<file path="src/rtl/hlc_pkg.sv">
package hlc_pkg;

    localparam int CoordWidth  = 32;
    localparam int TFracBits   = 16;
    localparam int TWidth      = TFracBits + 1;
    localparam int NumPlanes   = 6;
    localparam int DistWidth   = CoordWidth + 2;
    // Magnitudes of plane distances and their sums
    localparam int MagWidth    = CoordWidth + 2;
    localparam int NumDivCells = TFracBits + 1;
    localparam int DiffWidth   = CoordWidth + 1;
    localparam int ProdWidth   = DiffWidth + TWidth;

    localparam logic [2:0] CODE_REJECT = 3'd0;
    localparam logic [2:0] CODE_WHOLE  = 3'd1;
    localparam logic [2:0] CODE_START  = 3'd2;
    localparam logic [2:0] CODE_END    = 3'd3;
    localparam logic [2:0] CODE_BOTH   = 3'd4;

    localparam logic [TWidth-1:0] T_ONE = TWidth'(1) << TFracBits;

    typedef struct packed {
        logic signed [CoordWidth-1:0] a_x;
        logic signed [CoordWidth-1:0] a_y;
        logic signed [CoordWidth-1:0] a_z;
        logic signed [CoordWidth-1:0] a_w;
        logic signed [CoordWidth-1:0] b_x;
        logic signed [CoordWidth-1:0] b_y;
        logic signed [CoordWidth-1:0] b_z;
        logic signed [CoordWidth-1:0] b_w;
    } t_in;

    typedef struct packed {
        logic [2:0]                   code;
        logic [TWidth-1:0]            t_start;
        logic [TWidth-1:0]            t_end;
        logic signed [CoordWidth-1:0] start_x;
        logic signed [CoordWidth-1:0] start_y;
        logic signed [CoordWidth-1:0] start_z;
        logic signed [CoordWidth-1:0] start_w;
        logic signed [CoordWidth-1:0] end_x;
        logic signed [CoordWidth-1:0] end_y;
        logic signed [CoordWidth-1:0] end_z;
        logic signed [CoordWidth-1:0] end_w;
    } t_out;

    typedef logic signed [CoordWidth-1:0] t_vec [4];

    // One plane's division in flight
    typedef struct packed {
        logic                  act;    // plane swept
        logic                  entry;  // A outside: entry t
        logic [MagWidth-1:0]   rem;
        logic [MagWidth-1:0]   den;
        logic [TWidth-1:0]     q;
    } t_div;

    typedef t_div t_divs [NumPlanes];

    // Item state carried along the divider cells
    typedef struct packed {
        logic   vld;
        logic   rej;
        t_in    pt;
    } t_ctl;

    function automatic logic signed [DistWidth-1:0] plane_dist(
        input logic signed [CoordWidth-1:0] x,
        input logic signed [CoordWidth-1:0] y,
        input logic signed [CoordWidth-1:0] z,
        input logic signed [CoordWidth-1:0] w,
        input int unsigned                  plane);
        logic signed [DistWidth-1:0] ex, ey, ez, ew, d;
        begin
            ex = DistWidth'(x);
            ey = DistWidth'(y);
            ez = DistWidth'(z);
            ew = DistWidth'(w);
            case (plane)
                0: d = ex + ew;
                1: d = ew - ex;
                2: d = ey + ew;
                3: d = ew - ey;
                4: d = ez;
                default: d = ew - ez;
            endcase
            return d;
        end
    endfunction

endpackage

</file>
<file path="src/rtl/hlc_setup.sv">
module hlc_setup (
    input  logic                 i_clk,
    input  logic                 i_rst_n,
    input  logic                 i_vld,
    input  hlc_pkg::t_in         i_pt,
    output hlc_pkg::t_ctl        o_ctl,
    output hlc_pkg::t_divs       o_div
);

    hlc_pkg::t_ctl  r_ctl;
    hlc_pkg::t_divs r_div;
    hlc_pkg::t_divs n_div;
    logic [hlc_pkg::NumPlanes-1:0] ca, cb;

    always_comb begin
        logic signed [hlc_pkg::DistWidth-1:0] da, db;
        logic [hlc_pkg::MagWidth-1:0] ma, mb;
        for (int p = 0; p < hlc_pkg::NumPlanes; p++) begin
            da = hlc_pkg::plane_dist(i_pt.a_x, i_pt.a_y, i_pt.a_z, i_pt.a_w, p);
            db = hlc_pkg::plane_dist(i_pt.b_x, i_pt.b_y, i_pt.b_z, i_pt.b_w, p);
            ca[p] = (da <= 0);
            cb[p] = (db <= 0);
            ma = da[hlc_pkg::DistWidth-1] ? hlc_pkg::MagWidth'(-da)
                                          : hlc_pkg::MagWidth'(da);
            mb = db[hlc_pkg::DistWidth-1] ? hlc_pkg::MagWidth'(-db)
                                          : hlc_pkg::MagWidth'(db);
            n_div[p].act   = ca[p] | cb[p];
            n_div[p].entry = ca[p];
            n_div[p].rem   = ma;
            // distances of opposite sense: |dA - dB| = |dA| + |dB|
            n_div[p].den   = ma + mb;
            n_div[p].q     = '0;
        end
    end

    always_ff @(posedge i_clk) begin
        if (!i_rst_n) begin
            r_ctl.vld <= 1'b0;
        end else begin
            r_ctl.vld <= i_vld;
        end
        r_ctl.rej <= |(ca & cb);
        r_ctl.pt  <= i_pt;
        r_div     <= n_div;
    end

    assign o_ctl = r_ctl;
    assign o_div = r_div;

endmodule

</file>
<file path="config.mk">
export PLATFORM = sky130hd
export DESIGN_NAME = hlc_setup
export DESIGN_NICKNAME = d
export VERILOG_FILES = /design/src/rtl/hlc_pkg.sv /design/src/rtl/hlc_setup.sv
export SDC_FILE = /design/constraint.sdc
export NUM_CORES = 2
export LEC_CHECK = 0
export ABC_CLOCK_PERIOD_IN_PS = 7700
export BUFFER_PORTS_ARGS = -buffer_cell sky130_fd_sc_hd__buf_2
export CORE_AREA = 5 5 401 403
export DETAILED_ROUTE_END_ITERATION = 8
export DIE_AREA = 0 0 406 408
export PLACE_DENSITY_LB_ADDON = 0.05
export SLEW_MARGIN = 20
export SYNTH_ARGS = -nofsm -noshare
export SYNTH_HDL_FRONTEND = slang
export SYNTH_SLANG_ARGS = --single-unit
</file>
<file path="constraint.sdc">
create_clock -name i_clk -period 7.7 [get_ports i_clk]
set_clock_uncertainty 0.1 [all_clocks]
set_input_delay 0.385 -clock i_clk [delete_from_list [all_inputs] [get_ports i_clk]]
set_output_delay 0.385 -clock i_clk [all_outputs]
set_load 0.02 [all_outputs]
</file>
Yosys cells after proc, flatten, opt, wreduce, memory -nomap -nowiden
Cells that the tools add are included.

storage, ports and cells
  input bits = 259
  bits in registers = 678
  output and inout bits = 780
  logic and storage cells = 94

cells by class
  bitwise operators = 7
  muxes and demuxes = 12
  magnitude comparators = 12
  $add $sub $neg = 28
  reductions and logical operators = 1

operators with widths
  kind                 count
  $mux 34              12
  $neg 33->34          10
  $le 33x1->1 const B  10
  $add 34x34->34       6
  $sub 32x32->33       6
  $add 32x32->33       4
  $neg 32->34          2
  $le 32x1->1 const B  2
  $and 6x6->6          1
  $or 1x1->1           6
  $reduce_or 6->1      1

Depth between registers and ports, before layout
  depth after elaboration = 4
  mapped depth = 33
  gate-level depth less buffers = 31

Worst setup path after synthesis
No wires, ideal clock.

  kind = in2reg
  start = input i_pt[1] in the netlist's numbering
  end = register r_div, in the netlist o_div[484]
  path buffers = 2
  data required time = 7.528 ns
  setup slack = 0.709 ns
  arrival time = 6.819 ns
  stages = 30
  library setup time = 0.072 ns
  cells stage by stage = inv_1 -> fa_1 -> o21bai_1 -> a2111oi_0 -> o21ai_1 -> a31oi_1 -> o41ai_2 -> a31oi_1 -> o221ai_1 -> and2_1 -> clkbuf_1 -> clkbuf_1 -> a21oi_1 -> fa_1 -> a21o_1 -> a21oi_1 -> a21oi_1 -> o41a_1 -> and2_1 -> o21ai_0 -> a21oi_1 -> a22oi_1 -> a21oi_1 -> maj3_2 -> a41o_1 -> o311a_1 -> o31ai_2 -> o21bai_1 -> a21oi_1 -> xnor2_1

RTL lines
  element               RTL line         source
  from (decl)           hlc_setup.sv:5   input hlc_pkg::t_in i_pt,
  to (signal assigned)  hlc_setup.sv:44  r_div <= n_div;
  to (decl)             hlc_setup.sv:11  hlc_pkg::t_divs r_div;

==> results.txt <==
The flow ran to the end, and the final reports show no timing, DRC or antenna violations. The worst path required time came out at 8.16 ns. The initial core utilization is 0.307. The number of non-filler instances in the completed layout is 9378.

For this block, the via count after detailed routing is 47400. The sequential-to-total area share from yosys stat came out at 0.280. The worst relative slew slack is 0.222. Yosys printed 0 warnings.

Of the total power, the clock network draws 0.196. For this run, the total global-route usage over all layers was measured as 0.268. Summed over all cells, the static leakage comes to 28.8 nW. The worst setup path is captured at a flop. The placed instance count came out at 8997. The sequential power share came out at 0.238. The library cell occupying the most area in the post-synthesis netlist is dfxtp_1. The highest ir drop seen on vdd came out at 202 µV. After the last flow step, the layout net total stands at 8042. The maximum fanout encountered on the critical timing path came out at 4. The count of final max-slew check failures came out at 0. The via count of the first global-routing pass is 46700. The number of buffers created by CTS came out at 78. At the end of routability-driven placement, the weighted congestion stood at 0.933. After synthesis the netlist holds a flip-flop and latch count of 675. The internal power came out at 11.3 mW. The part of the cycle the worst path needs came out at 0.961. Entering global routing, the biggest net connects 33 pins. The count of cell types in the netlist came out at 116. CTS placed an instance of clkbuf_16 at the clock tree root. The DRC violation count after routing is 0.

The number of I/O pins is 1039. The combinational share of power came out at 0.566. The total negative setup slack is 0 ns. The number of iterations in the first detailed-routing pass came out at 5.

Each instance of the synthesized netlist takes up on average 8.37 µm². The post-detailed-routing wire length came out at 232 mm. The final routed wire length divided by cell count came out at 24.8 µm.

The number of vias per cell is 5.05. The share of synthesized area in the top cell type comes to 0.280. The overall die area came out at 0.166 mm². Across the run, the number of max-cap violations was 0. The synthesized cell area is 0.0482 mm². The share of layout cells above drive strength 1 came out at 0.217. The placed wire-length estimate is 200 mm.

In the post-synthesis netlist, the biggest area contributors are dfxtp_1 (28%), ha_1 (14%), xnor2_1 (11%), a21oi_1 (5.1%), xor2_1 (3.5%). The clock drives 675 sinks. The slowest stage of the critical path belongs to the cell dlygate4sd3_1.

In the synthesized netlist the async set-or-reset flop fraction comes to 0. The first global-routing pass estimated 326 mm of wire. The number of flops mapped to enable cells by yosys came out at 0. The power density normalized to cell area is 322 mW/mm². The number of buffers on the longest clock path is 3. Compared with the post-synthesis result, the final layout area differs by 30.1%. The start-to-end type of the worst setup path is input port to flop. Once detail routing completed, the nets flagged for antenna violations numbered 0. Derived from the worst setup path, the maximum achievable clock frequency is 135 MHz. The core region is 0.157 mm². The number of violations reported at the end of detailed-routing iteration 0 is 3349. The die outline width is 406 µm. The transition at the pin with the smallest max-transition slack is 1.15 ns. The path class of the tightest hold or removal check is input port to flop. In the synthesized netlist the dominant register cell turns out to be dfxtp_1. The worst setup path is launched from an input port.

The number of standard cells after synthesis is 5756. Clock-pin slew was measured on the worst setup and hold paths at 0.05 ns. TritonCTS built the clock tree. For the finished layout, the period the worst path requires is 7.40 ns. After floorplanning, the core was divided into 146 placement rows. The total power of the final layout is 20.2 mW. The endpoint arrival time on the critical path is 7.86 ns. The number of hold-slack violations in the final timing report came out at 0. The setup-violating endpoint count in the final report came out at 0. The floorplan step set the die height to 408 µm. Of the total power, the share spent switching nets is 0.441. In this design, the stage delay of the slowest critical-path cell is 0.54 ns. The number of buffers inserted by port buffering is 936.

The analysis attributes to net switching a power of 8.91 mW. The clock tree synthesis step divided the H-tree into 3 levels. The number of antenna violations at the first check in global routing came out at 38.

The remaining global-route overflow came out at 0.
[repair_timing]
action / CTS / global route
endpoints found under the setup margin: 0 / 36
resized for setup: 0 / 45
hold buffers: 235 / 0
hold endpoints to repair: 260 / 0
buffers inserted: 0 / 2
[power by group through the flow]
stage	clock network (mW)	registers, mW	logic (mW)
2_1_floorplan	0	6.03	5.94
3_3_place_gp	0	4.89	11.3
3_5_place_dp	0	4.89	11.2
4_1_cts	4.09	4.83	11.4
5_1_grt	4.22	4.90	12.4
6_report	3.96	4.81	11.4
[layer usage]
metal  GRT usage  wire (µm)  vias up
met4      0.0640       5760        0
met5           0          0        -
li1            -          -    23100
met2       0.451     107000     1516
met3      0.0432      14300      196
met1       0.360     105000    22600
[stage by stage]
stage / worst slack (ns) / cell area, µm² / utilization / hold WS, ns
6_report: 0.298 / 62700 / 0.399 / 0.0438
3_5_place_dp: -0.148 / 57400 / 0.365 / 0.425
3_3_place_gp: -0.0940 / 57400 / 0.365 / 0.425
2_1_floorplan: 0.709 / 48600 / - / 0.313
4_1_cts: 0.0194 / 62500 / 0.398 / 0.000548
5_1_grt: -0.00199 / 62700 / 0.399 / 0.0239
[sequential cells by signal, summed over array words and instances, names as in the netlist]
register and cells:
o_div 417, o_ctl 258
[synthesized netlist by cell type (78+ instances only)]
| cell | number |
|---|---|
| buf_4 | 106 |
| a31oi_1 | 78 |
| xor2_1 | 192 |
| clkbuf_1 | 116 |
| nor2b_1 | 84 |
| a21oi_1 | 490 |
| o21bai_1 | 89 |
| nand2b_1 | 85 |
| o21ai_0 | 282 |
| dfxtp_1 | 675 |
| nor2_1 | 427 |
| ha_1 | 525 |
| xnor2_1 | 583 |
| inv_1 | 407 |
| nand3_1 | 114 |
| nand2_1 | 295 |
| a21o_1 | 131 |
| nor3_1 | 142 |
[final cells by class]
| type | count | area [µm²] |
|---|---|---|
| Antenna cell | 5 | 12.5 |
| Inverter | 412 | 1550 |
| Clock inverter | 41 | 597 |
| Sequential cell | 675 | 13500 |
| Clock buffer | 98 | 2150 |
| Multi-Input combinational cell | 4528 | 32400 |
| Timing Repair Buffer | 1547 | 9930 |
| Fill cell | 16300 | 94400 |
| Tap cell | 2072 | 2590 |
[cell families after synthesis]
| group | synth area share |
|---|---|
| adders and majority gates | 0.144 |
| muxes | 0.00174 |
| other | 0.0000778 |
| xor gates and xnor gates | 0.142 |
| AOI/OAI and AO/OA | 0.214 |
| and+or+nand+nor | 0.158 |
| DFF | 0.280 |
| buffers and inverters | 0.0604 |
[final timing paths]
path / endpoint / cells past startpoint / slack (ns) / from
min: o_ctl[4] / 3 / 0.04 / i_pt[4]
max: o_div[310] / 33 / 0.30 / i_pt[128]
[worst max-delay path: cells and delay by family]
kind / cells / cell delay [ns]
AOI/OAI and AO/OA: 20 / 4.48
buffers and inverters: 6 / 1.43
xor gates and xnor gates: 1 / 0.15
and+or+nand+nor: 2 / 0.28
adders and majority gates: 4 / 1.12
[cells in the final DEF (no fill, tap or decap), types with 20 or more instances in the layout]
master / instances
or3_1: 54
dlygate4sd3_1: 235
a211oi_1: 37
nand2b_1: 85
and3_1: 38
o31ai_1: 52
nor2b_1: 83
inv_1: 407
o21a_1: 70
buf_4: 370
xnor2_1: 583
a31oi_1: 73
a21oi_1: 484
nor3b_1: 21
clkbuf_16: 78
nand4_1: 51
nor3_1: 141
o31a_1: 27
ha_1: 525
nor2_1: 427
nand2_1: 295
and2_1: 29
o21ai_0: 273
xor2_1: 192
o211ai_1: 39
or2_2: 35
a21o_1: 131
buf_2: 936
a211o_1: 25
nor4_1: 43
dfxtp_1: 675
nand3_1: 114
o21bai_1: 89
conb_1: 111
o41ai_1: 20
(Power assumes the default switching activity.)
