`config.mk`:
```
export PLATFORM = sky130hd
export DESIGN_NAME = hlc_div_cell
export DESIGN_NICKNAME = d
export VERILOG_FILES = /design/src/rtl/hlc_pkg.sv /design/src/rtl/hlc_div_cell.sv
export SDC_FILE = /design/constraint.sdc
export NUM_CORES = 1
export LEC_CHECK = 0
export BUFFER_PORTS_ARGS = -buffer_cell sky130_fd_sc_hd__buf_2
export CORE_AREA = 2 2 601 603
export DETAILED_ROUTE_END_ITERATION = 8
export DIE_AREA = 0 0 603 605
export MAX_ROUTING_LAYER = met4
export PLACE_DENSITY = 0.34
export RECOVER_POWER = 25
export SLEW_MARGIN = 30
export SYNTH_ARGS = -nofsm -noshare
export SYNTH_HDL_FRONTEND = slang
export SYNTH_SLANG_ARGS = --single-unit
```
`constraint.sdc`:
```
create_clock -name i_clk -period 5.5 [get_ports i_clk]
set_clock_uncertainty 0.05 [all_clocks]
set_input_delay 1.1 -clock i_clk [delete_from_list [all_inputs] [get_ports i_clk]]
set_output_delay 1.1 -clock i_clk [all_outputs]
set_load 0.02 [all_outputs]
```
`src/rtl/hlc_pkg.sv`:
```
package hlc_pkg;

    localparam int CoordWidth  = 32;
    localparam int TFracBits   = 16;
    localparam int TWidth      = TFracBits + 1;
    localparam int NumPlanes   = 6;
    localparam int DistWidth   = CoordWidth + 2;
    // Magnitudes of plane distances and their sums
    localparam int MagWidth    = CoordWidth + 2;
    localparam int NumDivCells = TFracBits + 1;
    localparam int DiffWidth   = CoordWidth + 1;
    localparam int ProdWidth   = DiffWidth + TWidth;

    localparam logic [2:0] CODE_REJECT = 3'd0;
    localparam logic [2:0] CODE_WHOLE  = 3'd1;
    localparam logic [2:0] CODE_START  = 3'd2;
    localparam logic [2:0] CODE_END    = 3'd3;
    localparam logic [2:0] CODE_BOTH   = 3'd4;

    localparam logic [TWidth-1:0] T_ONE = TWidth'(1) << TFracBits;

    typedef struct packed {
        logic signed [CoordWidth-1:0] a_x;
        logic signed [CoordWidth-1:0] a_y;
        logic signed [CoordWidth-1:0] a_z;
        logic signed [CoordWidth-1:0] a_w;
        logic signed [CoordWidth-1:0] b_x;
        logic signed [CoordWidth-1:0] b_y;
        logic signed [CoordWidth-1:0] b_z;
        logic signed [CoordWidth-1:0] b_w;
    } t_in;

    typedef struct packed {
        logic [2:0]                   code;
        logic [TWidth-1:0]            t_start;
        logic [TWidth-1:0]            t_end;
        logic signed [CoordWidth-1:0] start_x;
        logic signed [CoordWidth-1:0] start_y;
        logic signed [CoordWidth-1:0] start_z;
        logic signed [CoordWidth-1:0] start_w;
        logic signed [CoordWidth-1:0] end_x;
        logic signed [CoordWidth-1:0] end_y;
        logic signed [CoordWidth-1:0] end_z;
        logic signed [CoordWidth-1:0] end_w;
    } t_out;

    typedef logic signed [CoordWidth-1:0] t_vec [4];

    // One plane's division in flight
    typedef struct packed {
        logic                  act;    // plane swept
        logic                  entry;  // A outside: entry t
        logic [MagWidth-1:0]   rem;
        logic [MagWidth-1:0]   den;
        logic [TWidth-1:0]     q;
    } t_div;

    typedef t_div t_divs [NumPlanes];

    // Item state carried along the divider cells
    typedef struct packed {
        logic   vld;
        logic   rej;
        t_in    pt;
    } t_ctl;

    function automatic logic signed [DistWidth-1:0] plane_dist(
        input logic signed [CoordWidth-1:0] x,
        input logic signed [CoordWidth-1:0] y,
        input logic signed [CoordWidth-1:0] z,
        input logic signed [CoordWidth-1:0] w,
        input int unsigned                  plane);
        logic signed [DistWidth-1:0] ex, ey, ez, ew, d;
        begin
            ex = DistWidth'(x);
            ey = DistWidth'(y);
            ez = DistWidth'(z);
            ew = DistWidth'(w);
            case (plane)
                0: d = ex + ew;
                1: d = ew - ex;
                2: d = ey + ew;
                3: d = ew - ey;
                4: d = ez;
                default: d = ew - ez;
            endcase
            return d;
        end
    endfunction

endpackage

```
`src/rtl/hlc_div_cell.sv`:
```
module hlc_div_cell (
    input  logic                 i_clk,
    input  logic                 i_rst_n,
    input  logic                 i_first,
    input  hlc_pkg::t_ctl        i_ctl,
    input  hlc_pkg::t_divs       i_div,
    output hlc_pkg::t_ctl        o_ctl,
    output hlc_pkg::t_divs       o_div
);

    hlc_pkg::t_ctl  r_ctl;
    hlc_pkg::t_divs r_div;
    hlc_pkg::t_divs n_div;

    // One restoring quotient bit for every plane
    always_comb begin
        logic [hlc_pkg::MagWidth:0] r;
        for (int p = 0; p < hlc_pkg::NumPlanes; p++) begin
            n_div[p] = i_div[p];
            r = i_first ? {1'b0, i_div[p].rem} : {i_div[p].rem, 1'b0};
            n_div[p].q = {i_div[p].q[hlc_pkg::TWidth-2:0], 1'b0};
            if (r >= {1'b0, i_div[p].den}) begin
                r = r - {1'b0, i_div[p].den};
                n_div[p].q[0] = 1'b1;
            end
            n_div[p].rem = r[hlc_pkg::MagWidth-1:0];
        end
    end

    always_ff @(posedge i_clk) begin
        if (!i_rst_n) begin
            r_ctl.vld <= 1'b0;
        end else begin
            r_ctl.vld <= i_ctl.vld;
        end
        r_ctl.rej <= i_ctl.rej;
        r_ctl.pt  <= i_ctl.pt;
        r_div     <= n_div;
    end

    assign o_ctl = r_ctl;
    assign o_div = r_div;

endmodule

```
After elaboration in Yosys (flattened, before gate mapping) --
Index checks and enable logic that the tools add are counted.
Storage, ports and cells: register bits 780, latch bits 0, memory bits (writable) 0, memory bits (read-only) 0, input port bits 783, output and inout port bits 780, memories 0
Cells by class: add/subtract/negate cells 6, $mul 0, divide/modulo/power cells 0, $lt $le $gt $ge 6, equal/unequal tests 0, shifts and indexed selects 0, muxes and demuxes 18, bitwise logic cells 0, reduce and logical (&&, ||, !) cells 0
Operator list (number):
- 35-bit by 34-bit greater-or-equal comparator with 1-bit output | 6
- 35-bit 2-to-1 mux | 6
- 34-bit 2-to-1 mux | 6
- 34-bit subtractor | 6
- 1-bit 2-to-1 mux | 6

Depth between registers and ports, before layout --
Gate-level depths: netlist of the first run.
depth after elaboration 3, depth in mapped cells 17, gate-level depth less buffers 13

Worst setup path before layout of the first run --
No wires, ideal clock.
kind input port to flip-flop, start in i_first, end reg r_div, in the netlist o_div[52], arrival time 4.774 ns, data required time 5.329 ns, slack 0.556 ns, stages 14, buffers on the path 4, cell sequence clkbuf_1 -> clkbuf_1 -> clkbuf_1 -> mux2_2 -> ha_1 -> a211o_1 -> o22ai_1 -> a31oi_1 -> a21o_1 -> a41oi_1 -> o31ai_1 -> a31oi_1 -> buf_2 -> mux2_2
RTL lines:
- from (decl) | RTL line hlc_div_cell.sv:4 | input logic i_first,
- to (signal assigned) | RTL line hlc_div_cell.sv:38 | r_div <= n_div;
- to (decl) | RTL line hlc_div_cell.sv:12 | hlc_pkg::t_divs r_div;

==> results by group, run 1 <==
Worst hold path
  – Hold/Removal Path Class: input pin to flop
  – Hold path depth: 1

Floorplanning
  – Core area: 358,000 um^2
  – # IOs: 1,563
  – Chip height: 605 um
  – Initial Util: 8.96%
  – Die ar.: 365,000 um^2
  – Row count: 220
  – Die width: 603 um

Finish
  – Layout net count: 5,936
  – Final core occ: 14.3%
  – Share of cells above drive strength 1: 42.9%
  – Most frequent cells in the layout: buf_2, dfxtp_1, inv_1
  – Synthesis-to-layout area growth: 59.1%
  – Most common cell after layout, fill and taps aside: buf_2
  – Post-route insts no fill: 9,897

Power
  – Power density cells: 384 nW/um^2
  – P_leak: 23.1 nW
  – Worst vdd ir: 0.000263 V

STA
  – Final-report hold violation count: 0
  – Final Critical Period: 4500 ps
  – RSZ-0062 raised after global routing: no
  – Crit share post-route: 81.8%
  – Setup TNS: 0 ps
  – Worst-margin pin slew: 780 ps
  – Maximum clock frequency: 222 MHz
  – Pins Over Slew Limit: 0
  – Final setup viols: 0
  – Max_slew headroom: 48.0%

Global routing
  – Total Routing Usage GR: 13.1%
  – Grt total ovfl: 0
  – Largest net degree at the start of global routing: 48
  – Vias in the first global route: 32,379
  – First-pass GRT wire length: 311,000 um
  – Initial antenna violation count: 120

Synthesis
  – Post-synth EDFFs: 0
  – Syn Nets: 4,185
  – Synthesized instance count: 3,186
  – Synth Warn #: 0
  – Register area share after synthesis: 48.7%
  – Synth unique cells: 86
  – Top FF cell, synth: dfxtp_1
  – #FFs+latches synth: 780
  – Async SR Flop Fraction: 0%
  – Post-Syn Area: 32,100 um^2
  – Syn avg cell area: 10.1 um^2

Route
  – Final ANT Viol Nets: 0
  – Routed wire per std cell: 24.6 um
  – Total number of vias: 30,992
  – Pre-antenna DRT Iters: 5
  – DR iter-0 viols: 1,267
  – Final wirelength: 244,000 um
  – Vias/cell: 3.13
  – Residual DRC: 0

Setup path
  – CP startpoint kind: input pin
  – Slowest stage delay, CP: 450 ps
  – Slowest CP cell: o31ai_1
  – Worst EP required: 6160 ps
  – Critical path fanouts, max: 47
  – Crit end category: flop
  – Critical-path cell list: buf_8, buf_12, buf_4, mux2_2, ha_1, nand3_1, nor3_1, nand2b_1, o2111ai_1, nand3_1, o21ai_1, a31oi_4, buf_12, o31ai_1, buf_4
  – WS Path Type: input pin to flop
  – WP data arrival: 5150 ps

Clocking
  – CTS max path bufs: 4
  – # clock sinks: 780
  – TritonCTS clock tree: yes
  – Cts repair resizes: 0
  – CTS Buf Count: 109
  – Post-CTS setup buffer count: 0
  – H-tree Lvls: 3
  – CTS Hold Bufs: 0
  – Root buf cell: clkbuf_16
  – Clock Pin Slew Worst Setup and Hold Paths: 60 ps

Placed design
  – Buffers added on ports: 1,556
  – GPL Wtd Cong: 0.934
  – Dpl hpwl: 214,000 um
  – DP Cell Count: 9,599

Status
  – Status: finished, final reports clean

Flow run
  – Max_cap viols: 0
cell type report:
class | instances | area [um^2]
antenna | 101 | 253
clock buffer | 130 | 2930
clock inverter | 67 | 963
fill | 41100 | 307000
inverter | 263 | 1000
multi-input combinational | 2028 | 15000
sequential | 780 | 15600
tap | 4773 | 5970
timing repair buffer | 1755 | 9290
metal layers:
layer	global-route usage, %	vias to the layer above	wire [um]
met5	-	-	0
met4	6.12	0	12400
met1	12.1	14773	81900
met3	3.50	332	15400
li1	-	14719	-
met2	25.1	1168	134000
power breakdown:
group	total (mW)	internal, mW	leakage [nW]	switching [mW]
Clock	7.84	4.68	1.90	3.16
Sequential	6.52	6.27	6.58	0.252
Combinational	5.21	1.89	14.7	3.32
sequential cells by signal, summed over array words and instances (netlist names):
name,cells
o_ctl,258
o_div,522
kinds of logic (layout without fill, tap and decap cells):
| family | after synthesis | count (layout) | synth area share (%) |
|---|---|---|---|
| muxes | 264 | 264 | 9.46 |
| adders and majority gates | 216 | 216 | 8.56 |
| other | 0 | 101 | 0 |
| DFF | 780 | 780 | 48.7 |
| xor gates and xnor gates | 174 | 174 | 4.75 |
| and+or+nand+nor | 612 | 612 | 8.94 |
| AOI/OAI and AO/OA | 762 | 762 | 14.9 |
| buffers and inverters | 378 | 2215 | 4.69 |
metrics by stage:
stage	setup WS, ps	hold WS [ps]	power (mW)	instance area (um^2)
finish	1000	271	19.6	51000
global route	739	188	20.6	51000
CTS	999	138	20.2	50900
detailed placement	146	1150	12.0	47000
global placement	146	1150	12.0	47000
floorplan	556	1080	9.32	32100
synth_stat cells, drive strengths merged, types with 5 or more instances:
| cell | number | area share, % |
|---|---|---|
| dfxtp | 780 | 49 |
| inv | 263 | 3.1 |
| mux2 | 258 | 9.3 |
| nand2 | 235 | 2.7 |
| o21ai | 215 | 3.4 |
| a21oi | 213 | 3.3 |
| ha | 210 | 8.2 |
| nor2 | 127 | 1.5 |
| a21o | 104 | 2.4 |
| xnor2 | 103 | 2.8 |
| clkbuf | 96 | 1.1 |
| xor2 | 71 | 1.9 |
| nand3 | 61 | 0.95 |
| nand4 | 45 | 0.92 |
| nor3 | 32 | 0.50 |
| o21bai | 32 | 0.75 |
| a31oi | 29 | 0.58 |
| a211oi | 25 | 0.58 |
| nand2b | 24 | 0.47 |
| buf | 19 | 0.45 |
| o21a | 18 | 0.42 |
| o31ai | 18 | 0.42 |
| nor2b | 16 | 0.31 |
| and2 | 15 | 0.30 |
| and3 | 15 | 0.29 |
| o211ai | 12 | 0.32 |
| a31o | 11 | 0.30 |
| a21boi | 10 | 0.23 |
| nor4 | 9 | 0.18 |
| a221oi | 8 | 0.24 |
| o41ai | 8 | 0.22 |
| o22ai | 7 | 0.14 |
| a211o | 6 | 0.16 |
| fa | 6 | 0.37 |
| mux2i | 6 | 0.19 |
| nand3b | 6 | 0.14 |
| or2 | 6 | 0.12 |
| or3 | 6 | 0.13 |
| a311oi | 5 | 0.16 |
worst max-delay path, delay by kind of cell:
family,cells,cell delay (ps)
AOI/OAI and AO/OA,4,1190
adders and majority gates,1,440
buffers and inverters,5,1180
muxes,1,400
and+or+nand+nor,4,680
worst paths after layout:
kind | from | endpoint | slack, ps
setup / recovery | i_first | o_div[519]$_DFF_P_ | 1000
hold / removal | i_ctl[95] | o_ctl[95]$_DFF_P_ | 270
Power figures use the tool's default switching activity.
==> inputs of run 2 (changes only) <==
--- a/config.mk
+++ b/config.mk
@@ -5,10 +5,11 @@
 export SDC_FILE = /design/constraint.sdc
 export NUM_CORES = 1
 export LEC_CHECK = 0
+export ABC_AREA = 1
 export BUFFER_PORTS_ARGS = -buffer_cell sky130_fd_sc_hd__buf_2
-export CORE_AREA = 2 2 601 603
+export CORE_AREA = 2 2 614 616
 export DETAILED_ROUTE_END_ITERATION = 8
-export DIE_AREA = 0 0 603 605
+export DIE_AREA = 0 0 616 618
 export MAX_ROUTING_LAYER = met4
 export PLACE_DENSITY = 0.34
 export RECOVER_POWER = 25
==> constraint.sdc (replaced) <==
create_clock -name i_clk -period 4.3 [get_ports i_clk]
set_clock_uncertainty 0.05 [all_clocks]
set_input_delay 0.86 -clock i_clk [delete_from_list [all_inputs] [get_ports i_clk]]
set_output_delay 0.86 -clock i_clk [all_outputs]
set_load 0.02 [all_outputs]
==> run 2 against run 1 <==
  * Synthesized area up 13%
  * Worst hold slack worse by 180 ps
  * Clock power up 27%
  * Sequential share of layout area down 3.8 points
  * Non-clock buffer count up 294
  * Utilization up 1.3 points
  * Cell area up 14%
  * First-iteration DRC count up 71%
  * Sequential power up 27%
  * Combinational power up 39%
  * Largest cell class is now multi-input gates
  * Largest power group unchanged
==> results by group, run 2 <==
Synthesis
  – Post-synth EDFFs: 0 (unchanged)
  – Largest family of logic cells by synthesized area: simple AND/OR/NAND/NOR gates (was compound AO/OA/AOI/OAI gates)
  – Simple logic cell fraction of the synthesized area: 33.1% (was 8.94%)
  – Post-synthesis xor/xnor area fraction: 2.51% (was 4.75%)
  – Synth unique cells: 32 (was 86)
  – Async SR Flop Fraction: 0% (unchanged)
  – Syn Nets: 6,298 (was 4,185)
  – Post-synthesis adder-cell area fraction: 7.57% (was 8.56%)
  – Synth top cells by count: nand2_1, inv_1, dfxtp_1 (was dfxtp_1, inv_1, mux2_2, nand2_1, a21oi_1)
  – Count leader, synth: nand2_1 (was dfxtp_1)
  – Compound-cell area share of the yosys netlist: 3.89% (was 14.9%)
  – Post-Syn Area: 36,300 um^2 (was 32,100 um^2)
  – Syn avg cell area: 6.85 um^2 (was 10.1 um^2)
  – #FFs+latches synth: 780 (unchanged)
  – Synth top area cells: dfxtp_1, nand2_1, inv_1, ha_1, nor2_1 (was dfxtp_1, mux2_2, ha_1, a21oi_1, o21ai_0)
  – Post-synthesis mux area share: 0% (was 9.46%)
  – Synth Warn #: 0 (unchanged)
  – Post-synth top area share: 43.0% (was 48.7%)
  – Register area share after synthesis: 43.0% (was 48.7%)
  – Synthesized instance count: 5,299 (was 3,186)
  – Yosys top cell by area: dfxtp_1 (unchanged)
  – Top FF cell, synth: dfxtp_1 (unchanged)

Placed design
  – Dpl hpwl: 249,000 um (was 214,000 um)
  – Buffers added on ports: 1,556 (unchanged)
  – Placed Area: 51,100 um^2 (was 47,000 um^2)
  – GPL Wtd Cong: 0.880 (was 0.934)

Global routing
  – Initial antenna violation count: 93 (was 120)
  – Largest net degree at the start of global routing: 78 (was 48)
  – Total Routing Usage GR: 14.6% (was 13.1%)
  – Vias in the first global route: 40,484 (was 32,379)
  – Grt total ovfl: 0 (unchanged)
  – First-pass GRT wire length: 365,000 um (was 311,000 um)

STA
  – Pins Over Slew Limit: 0 (unchanged)
  – Crit share post-route: 73.5%
  – Final-report hold violation count: 0 (unchanged)
  – Max_slew headroom: 44.8% (was 48.0%)
  – RSZ-0062 raised after global routing: no (unchanged)
  – Maximum clock frequency: 316 MHz
  – Setup TNS: 0 ps (unchanged)
  – Final Critical Period: 3160 ps
  – Worst-margin pin slew: 819 ps (was 780 ps)
  – Final setup viols: 0 (unchanged)

Setup path
  – Worst EP required: 4970 ps (was 6160 ps)
  – CP startpoint kind: input pin (unchanged)
  – Critical path fanouts, max: 77 (was 47)
  – WP data arrival: 3830 ps (was 5150 ps)
  – Crit end category: flop (unchanged)
  – WS Path Type: input pin to flop (unchanged)

Floorplanning
  – Initial Util: 9.70% (was 8.96%)
  – Die ar.: 381,000 um^2 (was 365,000 um^2)
  – # IOs: 1,563 (unchanged)
  – Chip height: 618 um (was 605 um)
  – Core area: 374,000 um^2 (was 358,000 um^2)
  – Row count: 225 (was 220)
  – Die width: 616 um (was 603 um)

Route
  – DR iter-0 viols: 2,166 (was 1,267)
  – Final wirelength: 282,000 um (was 244,000 um)
  – Routed wire per std cell: 22.5 um (was 24.6 um)
  – Vias/cell: 3.21 (was 3.13)
  – Residual DRC: 0 (unchanged)
  – Final ANT Viol Nets: 0 (unchanged)
  – Total number of vias: 40,177 (was 30,992)
  – Pre-antenna DRT Iters: 6 (was 5)

Finish
  – Final instance area: 58,300 um^2 (was 51,000 um^2)
  – Layout net count: 8,378 (was 5,936)
  – Most common cell after layout, fill and taps aside: nand2_1 (was buf_2)
  – Synthesis-to-layout area growth: 60.7% (was 59.1%)
  – Share of cells above drive strength 1: 22.8% (was 42.9%)
  – Max FFs per register: 522 (unchanged)
  – Most frequent cells in the layout: nand2_1, buf_2, inv_1 (was buf_2, dfxtp_1, inv_1)

Clocking
  – H-tree Lvls: 3 (unchanged)
  – TritonCTS clock tree: yes (unchanged)
  – CTS Hold Bufs: 352 (was 0)
  – Cts repair resizes: 0 (unchanged)
  – Root buf cell: clkbuf_16 (unchanged)
  – CTS max path bufs: 4 (unchanged)
  – CTS Buf Count: 111 (was 109)
  – Post-CTS setup buffer count: 0 (unchanged)
  – # clock sinks: 780 (unchanged)
  – Clock Pin Slew Worst Setup and Hold Paths: 70 ps (was 60 ps)

Power
  – Worst vdd ir: 0.000355 V (was 0.000263 V)
  – Power density cells: 437 nW/um^2 (was 384 nW/um^2)
  – P_leak: 30.4 nW (was 23.1 nW)

Worst hold path
  – Hold/Removal Path Class: input pin to flop (unchanged)

Status
  – Status: finished, final reports clean (unchanged)

Flow run
  – Max_cap viols: 0 (unchanged)
run 2: changes by cell type in the layout (fill, tap and decap cells not counted), sizes merged, moves of 100 or more:
cell | before | now
nand2 | 235 | 2345
dlygate4sd3 | 0 | 352
buf | 1677 | 1476
inv | 280 | 835
a21o | 104 | 4
clkbuf | 208 | 363
nor2 | 127 | 350
nand3 | 61 | 224
mux2 | 258 | 0
o21ai | 215 | 82
run 2: cells by family (layout without fill, tap and decap cells):
family | after synthesis | count (layout)
xor+xnor | 104 | 104
fa+ha+maj | 216 | 216
buf+inv | 903 | 3068
other cells | 0 | 62
compound gates | 268 | 268
flops | 780 | 780
simple gates | 3028 | 3028
run 2: worst paths after layout:
path,from,end,slack (ps),cells past startpoint
worst min-delay path,i_ctl[125],o_ctl[125]$_DFF_P_,100,1
worst max-delay path,i_first,o_div[425]$_DFF_P_,1140,17
run 2: where the power goes:
group          internal [mW]  switching (mW)  total [mW]  leakage [nW]
registers               7.99           0.305        8.29          6.58
clock network           5.81            4.11        9.93          1.85
logic                   2.27            4.96        7.23          22.0
run 2: layout make-up:
| type | instances | area (um^2) |
|---|---|---|
| multi-input combinational | 3616 | 17100 |
| inverter | 821 | 3100 |
| clock buffer | 142 | 3080 |
| timing repair buffer | 2049 | 12300 |
| tap | 4994 | 6250 |
| antenna | 62 | 155 |
| clock inverter | 56 | 728 |
| sequential | 780 | 15600 |
| fill | 43754 | 316000 |
run 2: stage by stage:
step | utilization, % | hold WS [ps] | power (mW) | cells | worst slack (ps)
3_3_place_gp | 13.7 | 912 | 15.7 | 11908 | 246
3_5_place_dp | 13.7 | 914 | 15.6 | 11908 | 291
6_report | 15.6 | 95.7 | 25.5 | 12520 | 1140
5_1_grt | 15.6 | 27.7 | 26.8 | 12504 | 931
4_1_cts | 15.6 | 0.180 | 26.2 | 12458 | 1210
2_1_floorplan | - | 838 | 12.0 | 5299 | 915
run 2: routing by layer:
metal	part of all wire, %	GRT usage [%]	up-vias
li1	-	-	20287
met3	4.3	2.29	317
met5	0	-	-
met2	56	28.9	1209
met1	36	14.5	18364
met4	3.3	4.49	0
run 2: worst max-delay path, stage by stage:
cell and delay, ps:
clkbuf_8 150, buf_12 270, buf_4 350, nand2_1 70
nand2_1 100, ha_1 300, nand2_1 120, inv_1 40
a21oi_1 300, nand2_1 100, a21oi_1 280, nand2_1 120
nand2_1 120, nand2_4 80, buf_4 190, nand3_1 120
nand2_1 70
